## config.mk

```make
export PLATFORM = sky130hd
export DESIGN_NAME = lvm_front
export DESIGN_NICKNAME = d
export VERILOG_FILES = /design/src/lvm_pkg.sv /design/src/lvm_front.sv
export SDC_FILE = /design/constraint.sdc
export NUM_CORES = 1
export LEC_CHECK = 0
export BUFFER_PORTS_ARGS = -buffer_cell sky130_fd_sc_hd__buf_4
export CAP_MARGIN = 20
export CORE_AREA = 2 2 230 232
export CTS_CLUSTER_DIAMETER = 80
export DETAILED_ROUTE_END_ITERATION = 16
export DIE_AREA = 0 0 232 234
export PLACE_DENSITY = 0.76
export SLEW_MARGIN = 0
export SYNTH_ARGS = -nofsm -noshare
export SYNTH_HDL_FRONTEND = slang
export SYNTH_SLANG_ARGS = --single-unit
```

## constraint.sdc

```tcl
create_clock -name aclk -period 53.9 [get_ports aclk]
set_input_delay 13.475 -clock aclk [delete_from_list [all_inputs] [get_ports aclk]]
set_output_delay 13.475 -clock aclk [all_outputs]
set_load 0.1 [all_outputs]
```

## src/lvm_pkg.sv

```systemverilog
// Shared types, constants and rounding helper for the look-at view matrix unit.
// Used by lvm_front, lvm_norm, lvm_back and lookat_view_matrix_unit.
package lvm_pkg;

    localparam int QUEUE_DEPTH = 2;
    localparam int VW = 50;
    localparam int UW = 18;
    localparam logic signed [31:0] ONE_Q16 = 32'sh0001_0000;

    typedef struct packed {
        logic signed [31:0] eye_x;
        logic signed [31:0] eye_y;
        logic signed [31:0] eye_z;
        logic signed [32:0] diff_x;
        logic signed [32:0] diff_y;
        logic signed [32:0] diff_z;
        logic signed [31:0] up_x;
        logic signed [31:0] up_y;
        logic signed [31:0] up_z;
    } lvm_item_t;

    typedef struct packed {
        logic              start;
        logic signed [VW-1:0] v0;
        logic signed [VW-1:0] v1;
        logic signed [VW-1:0] v2;
    } lvm_norm_req_t;

    typedef struct packed {
        logic              done;
        logic              zero;
        logic signed [UW-1:0] o0;
        logic signed [UW-1:0] o1;
        logic signed [UW-1:0] o2;
    } lvm_norm_rsp_t;

    function automatic logic signed [31:0] rnd_sat(input logic signed [67:0] x,
                                                   input logic negate);
        logic [67:0] mag;
        logic [67:0] r;
        logic signed [68:0] v;
        logic signed [68:0] smax;
        logic signed [68:0] smin;
        smax = 69'sd2147483647;
        smin = -69'sd2147483648;
        mag = x[67] ? 68'(-x) : 68'(x);
        r = (mag + 68'd32768) >> 16;
        v = (x[67] ^ negate) ? -$signed({1'b0, r}) : $signed({1'b0, r});
        if (v > smax) begin
            return 32'sh7fff_ffff;
        end else if (v < smin) begin
            return 32'sh8000_0000;
        end
        return v[31:0];
    endfunction

endpackage

```

## src/lvm_front.sv

```systemverilog
// Input side: takes beats, forms eye minus target, and queues the items.
// Depends on lvm_pkg.
module lvm_front import lvm_pkg::*; #(
    parameter int DEPTH = QUEUE_DEPTH
) (
    input  logic               aclk,
    input  logic               aresetn,
    input  logic               s_valid,
    output logic               s_ready,
    input  logic signed [31:0] s_eye_x,
    input  logic signed [31:0] s_eye_y,
    input  logic signed [31:0] s_eye_z,
    input  logic signed [31:0] s_target_x,
    input  logic signed [31:0] s_target_y,
    input  logic signed [31:0] s_target_z,
    input  logic signed [31:0] s_world_up_x,
    input  logic signed [31:0] s_world_up_y,
    input  logic signed [31:0] s_world_up_z,
    output logic               q_valid,
    output lvm_item_t          q_item,
    input  logic               q_pop
);

    localparam int PW = (DEPTH > 1) ? $clog2(DEPTH) : 1;
    localparam int CW = $clog2(DEPTH + 1);

    lvm_item_t       mem_reg [DEPTH];
    logic [PW-1:0]   wr_reg;
    logic [PW-1:0]   rd_reg;
    logic [CW-1:0]   cnt_reg;
    lvm_item_t       item_in;
    logic            push;
    logic            pop;

    assign s_ready = (cnt_reg != CW'(DEPTH));
    assign q_valid = (cnt_reg != '0);
    assign q_item  = mem_reg[rd_reg];
    assign push    = s_valid && s_ready;
    assign pop     = q_pop && q_valid;

    always_comb begin
        item_in.eye_x  = s_eye_x;
        item_in.eye_y  = s_eye_y;
        item_in.eye_z  = s_eye_z;
        item_in.diff_x = 33'(s_eye_x) - 33'(s_target_x);
        item_in.diff_y = 33'(s_eye_y) - 33'(s_target_y);
        item_in.diff_z = 33'(s_eye_z) - 33'(s_target_z);
        item_in.up_x   = s_world_up_x;
        item_in.up_y   = s_world_up_y;
        item_in.up_z   = s_world_up_z;
    end

    always_ff @(posedge aclk) begin
        if (push) begin
            mem_reg[wr_reg] <= item_in;
        end
    end

    always_ff @(posedge aclk) begin
        if (!aresetn) begin
            wr_reg  <= '0;
            rd_reg  <= '0;
            cnt_reg <= '0;
        end else begin
            if (push) begin
                wr_reg <= (wr_reg == PW'(DEPTH - 1)) ? '0 : wr_reg + 1'b1;
            end
            if (pop) begin
                rd_reg <= (rd_reg == PW'(DEPTH - 1)) ? '0 : rd_reg + 1'b1;
            end
            if (push && !pop) begin
                cnt_reg <= cnt_reg + 1'b1;
            end else if (pop && !push) begin
                cnt_reg <= cnt_reg - 1'b1;
            end
        end
    end

endmodule

```

---- After elaboration in Yosys (flattened, before gate mapping) ----
Memories as Yosys holds them, arrays and structs flattened. A register that Yosys moved wholly into a read port is not among the register bits.
Index checks and enable logic that the tools add are counted.
storage, ports and cells
  flip-flop bits (word level) ............. 4
  RAM bits ................................ 582
  output and inout port bits .............. 293
  word-level logic and storage cells ...... 28
  memories kept ........................... 1
memory list
  memory   words  bits a word  read ports  clocked after memory_dff  write ports  RTL line         text
  mem_reg  2      291          1           1                         1            lvm_front.sv:27  lvm_item_t mem_reg [DEPTH];
operators by class
  add/sub/neg operators ................... 7
  eq/ne operators ......................... 1
  multiplexer cells ....................... 8
  reductions and logical operators ........ 8
operators with widths
  operator                                          count
  subtractor 32 x 32 -> 33 bit                      3
  2-to-1 mux 1 bit                                  6
  logical AND 1 bit                                 4
  2-to-1 mux 2 bit                                  2
  nonzero test 2 bit                                2
  adder 1 bit, second input constant                2
  adder 2 x 1 -> 2 bit, second input constant       1
  zero test 1 bit                                   2
  != test 2 bit, second input constant              1
  subtractor 2 x 1 -> 2 bit, second input constant  1

---- Longest topological paths before layout ----
Gate-level depths: netlist (run 1).
  depth after elaboration ................. 6
  gate-level depth with buffers ........... 11

---- Least setup slack after synthesis (run 1) ----
No wires, ideal clock.
  path kind ............................... input -> register
  start ................................... input s_valid
  end ..................................... register wr_reg
  arrival time ............................ 26576 ps
  setup slack ............................. 27209 ps
  cell stages on the path ................. 3
  path buffers ............................ 0
  cell sequence ........................... nand2_1 > nor2_1 > o21a_1
between the ends
  cells in the longest elaborated chain, start to end .. 1
ends and longest elaborated chain
  element               RTL line         text
  from (decl)           lvm_front.sv:8   input logic s_valid,
  logical AND 1 bit     lvm_front.sv:38  assign push = s_valid && s_ready;
  to (signal assigned)  lvm_front.sv:66  wr_reg <= (wr_reg == PW'(DEPTH - 1)) ? '0 : wr_reg + 1'b1;
  to (decl)             lvm_front.sv:28  logic [PW-1:0] wr_reg;
No other way between the ends.
A chain may end at the register's enable or synchronous reset.

==> flow_summary.yaml, run 1 <==
placed_design:
  placed_area_um2: 31700
  placed_cells: 2972
  hpwl_mm: 50.9
  gp_congestion: 0.972
  port_buffers: 584
finish:
  layout-drive-gt1-share: 0.425
  finish.utilization: 0.649
  syn2layout_area_growth_pct: 27.2
  fin_nets: 2739
  final_common_cell: "buf_4"
  fin_cells: 3087
  largest_reg_flops: 582
  final_area_um2: 33800
  layout_common_cells: "buf_4, edfxtp_1, mux2_2, inv_1, ha_1"
clock_network:
  cts_resized: 0
  cts_setup_buffers: 0
  cts-buffers-inserted: 60
  htreeDepth: 2
  cts_sinks: 587
  cts_hold_buf: 0
  path_clk_slew_ns: 0.06
  cts_root_buffer: "clkbuf_16"
  cts_tree: "built"
  clk_path_buf_depth: 3
  clk_latency_ns: 0.61
yosys:
  synthTopCellsByArea: "edfxtp_1, mux2_2, ha_1"
  ys_types: 80
  synth_top_cell_by_area: "edfxtp_1"
  synthesis.area_um2: 26600
  synth.yosys.seq_area_share: 0.662
  synth-simple-area-share: 0.0409
  synth_area_per_cell_um2: 15.3
  synthAdderAreaFrac: 0.0480
  synth-edff-count: 582
  ys_warn_count: 0
  synth-seq-cells: 587
  synth_compound_area_frac: 0.0720
  syn_inst: 1738
  synth-async-reset-ratio: 0
  synth_mux_area_frac: 0.124
  ys.flop_type: "edfxtp_1"
  syn_nets: 2130
  synth_top_area_frac: 0.658
  synth_top_family_by_area: "multiplexers"
  synth_xor_area_frac: 0.0287
drt:
  final_antenna_net_count: 0
  drc: 0
  num_vias: 17100
  dr.pass1.iters: 5
  drt-initial-drc-count: 1283
  viasPerCell: 5.55
  wire_per_inst_um: 22.3
  drt_wl_total_mm: 68.9
sta:
  grt_setup_unrepaired: "false"
  tightestPinTransition_ns: 0.971
  max_freq_mhz: 58.4
  relSlewSlack: 0.353
  finalCritPeriodShare: 0.318
  setup_tns_ns: 0
  finalCriticalPeriod_ns: 17.12
  skew_ns: 0.0206
  finalSetupViolations: 0
  slew_viol_final: 0
  hold_viol: 0
  hold_ws_ns: 0.559
global_route:
  gr-total-overflow: 0
  track_usage: 0.245
  grt_pass1_vias: 17200
  antenna_found_initial: 5
  grt_max_degree: 73
  grt_pass1_wl_mm: 101
floorplan:
  num_rows: 84
  die_h_um: 234
  core_area_um2: 52000
  io_pins: 585
  start_util: 0.510
  die_area_um2: 54300
  chipWidth_um: 232
worst_setup_path:
  crit_required_ns: 40.43
  startpoint_type: "flip-flop"
  crit_type: "reg2out"
  critPathMaxFanout: 72
  cp.arrival_ns: 3.65
  cp-end-kind: "output port"
power:
  p_leak_nw: 13.3
  max-vdd-ir-drop_mv: 0.0444
  pwr_density_cell_nw_per_um2: 58.2
hold_path:
  hp-class: "reg2reg"
run:
  cap_violations: 0
run_status:
  outcome: "finished clean"
## cells in the mapped netlist, types with 3 or more instances
| cell | number |
|---|---|
| and3_1 | 10 |
| nand4_1 | 16 |
| nor2b_1 | 15 |
| o21ai_1 | 3 |
| o22ai_1 | 4 |
| ha_1 | 97 |
| mux2_2 | 291 |
| nand2_1 | 68 |
| nor2_1 | 41 |
| and2_1 | 7 |
| a221o_1 | 3 |
| a21oi_1 | 94 |
| inv_1 | 124 |
| a211oi_1 | 7 |
| nand2b_1 | 5 |
| o21bai_1 | 14 |
| or2_2 | 5 |
| o2111ai_1 | 3 |
| nand3_2 | 3 |
| nand3_1 | 13 |
| a21o_1 | 34 |
| a211o_1 | 4 |
| o21ai_0 | 47 |
| a41oi_1 | 6 |
| clkbuf_1 | 47 |
| xnor2_1 | 51 |
| o211ai_1 | 5 |
| o21a_1 | 12 |
| a21boi_0 | 5 |
| fa_1 | 3 |
| xor2_1 | 36 |
| a31oi_1 | 8 |
| dfxtp_1 | 5 |
| edfxtp_1 | 582 |
| o31ai_1 | 3 |
| nor3_1 | 8 |
## stage by stage
stage | setup WS, ns | power, mW
after CTS | 36.72 | 1.98
after global routing | 36.61 | 2.02
after global placement | 37.22 | 1.54
after detailed placement | 37.11 | 1.55
after floorplan | 27.21 | 1.37
final | 36.78 | 1.97
## worst paths after layout
path / cells past startpoint / endpoint / slack, ns / startpoint
max: 4 / q_item[70] / 36.78 / flip-flop
min: 2 / cnt_reg[1] / 0.56 / cnt_reg[1]
min reg2reg: 2 / cnt_reg[1] / 0.56 / cnt_reg[1]
max reg2reg: 6 / mem_reg[0][149] / 50.49 / cnt_reg[0]
## layer usage
layer | share of wire | GRT usage
met1 | 0.40 | 0.309
met2 | 0.49 | 0.414
met4 | 0.025 | 0.0703
met5 | 0.00026 | 0
met3 | 0.089 | 0.0722
## cell families after synthesis
family / count (synthesis)
fa+ha+maj: 100
mux: 292
buf+inv: 174
simple gates: 212
flops: 587
compound gates: 286
xor+xnor: 87
## report_power, final
group	internal [mW]	switching [mW]
Combinational	0.213	0.728
Clock	0.253	0.171
Sequential	0.584	0.0177
## layout make-up
class	instances	area, um^2
multi-input combinational	977	8330
clock buffer	76	1600
antenna	3	7.51
inverter	124	465
sequential	587	17600
clock inverter	35	432
tap	688	861
fill	3750	18200
timing repair buffer	597	4490
## critical path, cell delays in order (launching register included)
cell     delay (ns)
dfxtp_4        0.61
buf_4          0.78
buf_4          0.83
mux2_2         0.43
buf_4          0.24
No activity file was read; power rests on OpenSTA's default activity.
==> run 2, diff against run 1 <==
--- a/config.mk
+++ b/config.mk
@@ -5,13 +5,14 @@
 export SDC_FILE = /design/constraint.sdc
 export NUM_CORES = 1
 export LEC_CHECK = 0
+export ABC_AREA = 1
 export BUFFER_PORTS_ARGS = -buffer_cell sky130_fd_sc_hd__buf_4
 export CAP_MARGIN = 20
-export CORE_AREA = 2 2 230 232
+export CORE_MARGIN = 2
+export CORE_UTILIZATION = 50
 export CTS_CLUSTER_DIAMETER = 80
 export DETAILED_ROUTE_END_ITERATION = 16
-export DIE_AREA = 0 0 232 234
-export PLACE_DENSITY = 0.76
+export PLACE_DENSITY = 0.77
 export SLEW_MARGIN = 0
 export SYNTH_ARGS = -nofsm -noshare
 export SYNTH_HDL_FRONTEND = slang
==> constraint.sdc (replaced) <==
create_clock -name aclk -period 15.6 [get_ports aclk]
set_input_delay 3.9 -clock aclk [delete_from_list [all_inputs] [get_ports aclk]]
set_output_delay 3.9 -clock aclk [all_outputs]
set_load 0.1 [all_outputs]
==> run 2 against run 1 <==
  * Clock power increased to 3.1 times the previous value
  * Worst setup slack got worse by 28 ns
  * Synthesized area increased by 8.6%
  * Via count increased by 18%
  * Register-to-register slack got worse by 38 ns
  * Total power increased to 3.3 times the previous value
  * Worst hold slack got worse by 0.070 ns
  * Count of clock-buffer cells in the layout increased by 3
  * Critical endpoint is now q_item[141]
  * Highest routed layer unchanged
==> flow_summary.yaml, run 2 <==
floorplan:
  num_rows: 88
  die_h_um: 244
  core_area_um2: 57400
  start_util: 0.503
  die_area_um2: 59600
  io_pins: 585
  chipWidth_um: 244
power:
  comb_power_share: 0.467
  power.share.sequential: 0.329
  power_frac_clock: 0.205
  internal_power_mw: 3.44
  max-vdd-ir-drop_mv: 0.157
  netSwitchingFraction: 0.463
  p_leak_nw: 16.4
  p_total_mw: 6.41
  p_switching_mw: 2.97
  pwr_density_cell_nw_per_um2: 178
sta:
  slew_viol_final: 0
  finalCriticalPeriod_ns: 7.18
  setup_tns_ns: 0
  finalCritPeriodShare: 0.460
  skew_ns: 0.0122
  finalSetupViolations: 0
  grt_setup_unrepaired: "false"
  timing.final.ws_setup_ns: 8.42
  tightestPinTransition_ns: 1.16
  max_freq_mhz: 139
  hold_viol: 0
  relSlewSlack: 0.226
finish:
  final_common_cell: "nand2_1"
  finish.utilization: 0.626
  fin_nets: 3619
  fin_cells: 4041
  layout_common_cells: "nand2_1, buf_4, edfxtp_1, inv_1, mux2_2"
  syn2layout_area_growth_pct: 24.5
  largest_reg_flops: 582
  layout-drive-gt1-share: 0.299
placed_design:
  gp_congestion: 0.943
  placed_cells: 3932
  pre_cts_slack_ns: 8.53
  port_buffers: 584
  hpwl_mm: 55.5
clock_network:
  cts_root_buffer: "clkbuf_16"
  cts-buffers-inserted: 58
  cts_hold_buf: 0
  cts_sinks: 587
  cts_tree: "built"
  clk_path_buf_depth: 3
  cts_setup_buffers: 0
  cts_resized: 0
  clk_latency_ns: 0.62
  htreeDepth: 2
  path_clk_slew_ns: 0.06
worst_setup_path:
  crit_required_ns: 11.70
  slowest_delay_ns: 0.92
  crit_type: "reg2out"
  cp_cell_sequence: "buf_12 > mux2_2 > buf_4"
  critPathSlowestCell: "dfxtp_4"
  critPathMaxFanout: 163
  startpoint_type: "flip-flop"
  path_delay_family: "flip-flops"
  crit_buf_inv: 2
  cp-end-kind: "output port"
  cp.arrival_ns: 3.28
hold_path:
  hp-class: "reg2reg"
yosys:
  synth.yosys.seq_area_share: 0.610
  synth_area_per_cell_um2: 11.1
  synthesis.area_um2: 28800
  ys_top_cells_by_count: "nand2_1, edfxtp_1, inv_1"
  synthTopCellsByArea: "edfxtp_1, mux2_2, nand2_1"
  synth-edff-count: 582
  ys.flop_type: "edfxtp_1"
  yosysMostFrequentCell: "nand2_1"
  synth-seq-cells: 587
  ys_types: 25
  syn_inst: 2607
  synth-async-reset-ratio: 0
  syn_nets: 2999
  synth_top_cell_by_area: "edfxtp_1"
  synth_top_area_frac: 0.606
  ys_warn_count: 0
global_route:
  track_usage: 0.240
  gr-total-overflow: 0
  grt_max_degree: 164
  grt_pass1_wl_mm: 111
  grt_pass1_vias: 20200
  antenna_found_initial: 5
drt:
  viasPerCell: 4.99
  final_antenna_net_count: 0
  num_vias: 20200
  drc: 0
  drt-initial-drc-count: 1113
  dr.pass1.iters: 6
  wire_per_inst_um: 18.2
  drt_wl_total_mm: 73.4
run_status:
  outcome: "finished clean"
run:
  cap_violations: 0
-- run 2: cell count changes after synthesis, moves of 15 or more --
cell      delta
buf_2       +30
nand2_2     +15
o21ai_0     -42
inv_1      +356
a21oi_1     -29
nand2_1    +684
a21o_1      -31
clkbuf_1    -47
xnor2_1     -44
nor2_1      +86
nand3_1     +54
nor2b_1     -15
-- run 2: cells by family after synthesis --
kind of cell | after synthesis | share of synthesized area
xor gates and xnor gates | 45 | 0.0137
AOI/OAI and AO/OA | 77 | 0.0140
adders and majority gates | 100 | 0.0442
and+or+nand+nor | 994 | 0.137
muxes | 291 | 0.114
buffers and inverters | 513 | 0.0683
DFF | 587 | 0.610
-- run 2: area by class of cell --
cell class	instances	area, um^2
Fill cell	4412	21500
Sequential cell	587	17600
Multi-Input combinational cell	1507	9310
Timing Repair Buffer	593	4480
Inverter	480	1800
Clock buffer	79	1530
Tap cell	765	957
Clock inverter	27	254
Antenna cell	3	7.51
-- run 2: power groups by stage --
stage | clock network [mW] | logic, mW | registers [mW]
CTS | 1.35 | 3.00 | 2.11
finish | 1.31 | 2.99 | 2.11
floorplan | 0 | 2.37 | 2.17
global route | 1.40 | 3.10 | 2.13
detailed placement | 0 | 2.99 | 2.14
global placement | 0 | 2.98 | 2.13
-- run 2: tightest hold or removal path: cells and delay by family (launching register included) --
family,cells,cell delay [ns]
AO/OA/AOI/OAI,1,0.06
buffers and inverters,1,0.07
flip-flops,1,0.30
-- run 2: through the flow --
stage	hold slack, ns	instance area (um^2)
2_1_floorplan	0.447	28800
3_3_place_gp	0.458	34100
3_5_place_dp	0.477	34100
4_1_cts	0.485	35900
5_1_grt	0.510	35900
6_report	0.489	35900
-- run 2: final timing paths --
kind / slack (ns) / end / start / cells after the start
max: 8.42 / q_item[141] / flip-flop / 3
min: 0.49 / rd_reg / rd_reg / 2
max reg2reg: 12.01 / mem_reg[1][159] / cnt_reg[0] / 6
min reg2reg: 0.49 / rd_reg / rd_reg / 2
-- run 2: per-layer routing --
layer	up-vias	share of wire	track usage
met5	-	0.00031	0
met1	9474	0.38	0.284
met2	732	0.50	0.422
li1	9821	-	-
met4	4	0.034	0.0846
met3	144	0.087	0.0634
==> run 3, diff against run 2 <==
==> constraint.sdc (replaced) <==
create_clock -name aclk -period 6.4 [get_ports aclk]
set_input_delay 1.6 -clock aclk [delete_from_list [all_inputs] [get_ports aclk]]
set_output_delay 1.6 -clock aclk [all_outputs]
set_load 0.1 [all_outputs]
==> run 3 against run 2 <==
  * Clock power increased to 2.6 times the previous value
  * Non-clock buffer count grew 1
  * Critical path type unchanged
  * Final cell count is essentially flat
  * Die area stayed put
  * Utilization up 0.30 points
  * Flip-flop and latch count is the same
  * Design area up 0.48%
==> flow_summary.yaml, run 3 (same netlist as run 2, synthesis figures left out) <==
drt:
  drt_wl_total_mm: 75.1
  drc: 0
  final_antenna_net_count: 0
  drt-initial-drc-count: 1211
  wire_per_inst_um: 18.6
  dr.pass1.iters: 5
  viasPerCell: 5.03
  num_vias: 20300
finish:
  largest_reg_flops: 582
  syn2layout_area_growth_pct: 25.1
  layout_common_cells: "nand2_1, buf_4, edfxtp_1, inv_1, mux2_2"
  fin_nets: 3620
  finish.utilization: 0.629
  layout-drive-gt1-share: 0.303
  final_common_cell: "nand2_1"
  final_area_um2: 36100
clock_network:
  cts_resized: 0
  clk_latency_ns: 0.63
  htreeDepth: 2
  path_clk_slew_ns: 0.06
  cts_tree: "built"
  cts_setup_buffers: 0
  cts-buffers-inserted: 58
  clk_path_buf_depth: 3
  cts_root_buffer: "clkbuf_16"
  cts_sinks: 587
  cts_hold_buf: 0
floorplan:
  die_h_um: 244
  io_pins: 585
  num_rows: 88
  chipWidth_um: 244
  die_area_um2: 59600
  start_util: 0.503
  core_area_um2: 57400
sta:
  finalSetupViolations: 0
  finalCritPeriodShare: 0.673
  slew_viol_final: 0
  max_freq_mhz: 232
  skew_ns: 0.0160
  tightestPinTransition_ns: 0.934
  relSlewSlack: 0.378
  grt_setup_unrepaired: "false"
  finalCriticalPeriod_ns: 4.31
  hold_viol: 0
worst_setup_path:
  reg2regPathDepth: 5
  crit_type: "reg2out"
  path_depth: 3
  critPathMaxFanout: 94
  path_delay_family: "flip-flops"
  cp_cell_sequence: "buf_12 > mux2_2 > buf_4"
  slowest_delay_ns: 0.84
  cp-end-kind: "output port"
  crit_required_ns: 4.80
  crit_buf_inv: 2
  startpoint_type: "flip-flop"
  critPathSlowestCell: "dfxtp_4"
  cp.arrival_ns: 2.71
power:
  p_leak_nw: 16.4
  pwr_density_cell_nw_per_um2: 438
  max-vdd-ir-drop_mv: 0.376
global_route:
  gr-total-overflow: 0
  track_usage: 0.246
  grt_pass1_vias: 20500
  antenna_found_initial: 1
  grt_pass1_wl_mm: 113
  grt_max_degree: 148
run_status:
  outcome: "finished clean"
placed_design:
  placed_area_um2: 34200
  port_buffers: 584
  hpwl_mm: 57.1
  gp_congestion: 0.987
hold_path:
  hp-class: "reg2reg"
  hold_depth: 2
run:
  cap_violations: 0
[run 3: cell count changes in the layout (fill, tap and decap cells not counted), moves of 2 or more]
cell and change:
clkbuf_1 -10, bufinv_16 +2, clkinv_2 +4, clkbuf_8 +2, diode_2 -2, buf_4 -4
clkinv_4 +2, buf_12 +5, inv_16 +2, inv_6 +3
[run 3: tightest hold or removal path: cells and delay by family, from the launching register on]
| kind | cells | cell delay, ns |
|---|---|---|
| AO/OA/AOI/OAI | 1 | 0.07 |
| flip-flops | 1 | 0.30 |
| buffers and inverters | 1 | 0.09 |
[run 3: final timing paths]
| kind | from | end | slack (ns) |
|---|---|---|---|
| worst max-delay path | flip-flop | q_item[114] | 2.09 |
| worst max register to register | cnt_reg[0] | mem_reg[0][45] | 3.93 |
| worst min register to register | rd_reg | rd_reg | 0.51 |
| worst min-delay path | rd_reg | rd_reg | 0.51 |
[run 3: layout make-up]
type	instances	area, um^2
Fill cell	4507	21300
Sequential cell	587	17600
Multi-Input combinational cell	1507	9320
Timing Repair Buffer	594	4550
Inverter	480	1800
Clock buffer	71	1520
Tap cell	765	957
Clock inverter	37	357
Antenna cell	1	2.50
[run 3: routing by layer]
| metal | share of wire | vias up | global-route usage |
|---|---|---|---|
| met5 | 0 | - | 0 |
| met4 | 0.040 | 0 | 0.0938 |
| met3 | 0.081 | 164 | 0.0588 |
| met2 | 0.49 | 734 | 0.431 |
| met1 | 0.39 | 9619 | 0.294 |
| li1 | - | 9814 | - |
[run 3: power breakdown]
part,leakage (nW),internal [mW],switching (mW)
logic,10.1,1.64,5.68
registers,5.48,4.97,0.174
clock network,0.912,1.90,1.45
total,16.4,8.51,7.30
[run 3: stage by stage]
stage	setup WS [ns]	TNS (ns)	std cells	power, mW	hold slack [ns]
floorplan	-0.0752	-32.83	2607	11.0	0.447
global placement	2.73	0	3933	12.5	0.457
detailed placement	2.69	0	3933	12.5	0.480
CTS	2.07	0	4041	15.9	0.506
global route	1.96	0	4042	16.3	0.545
finish	2.09	0	4042	15.8	0.514
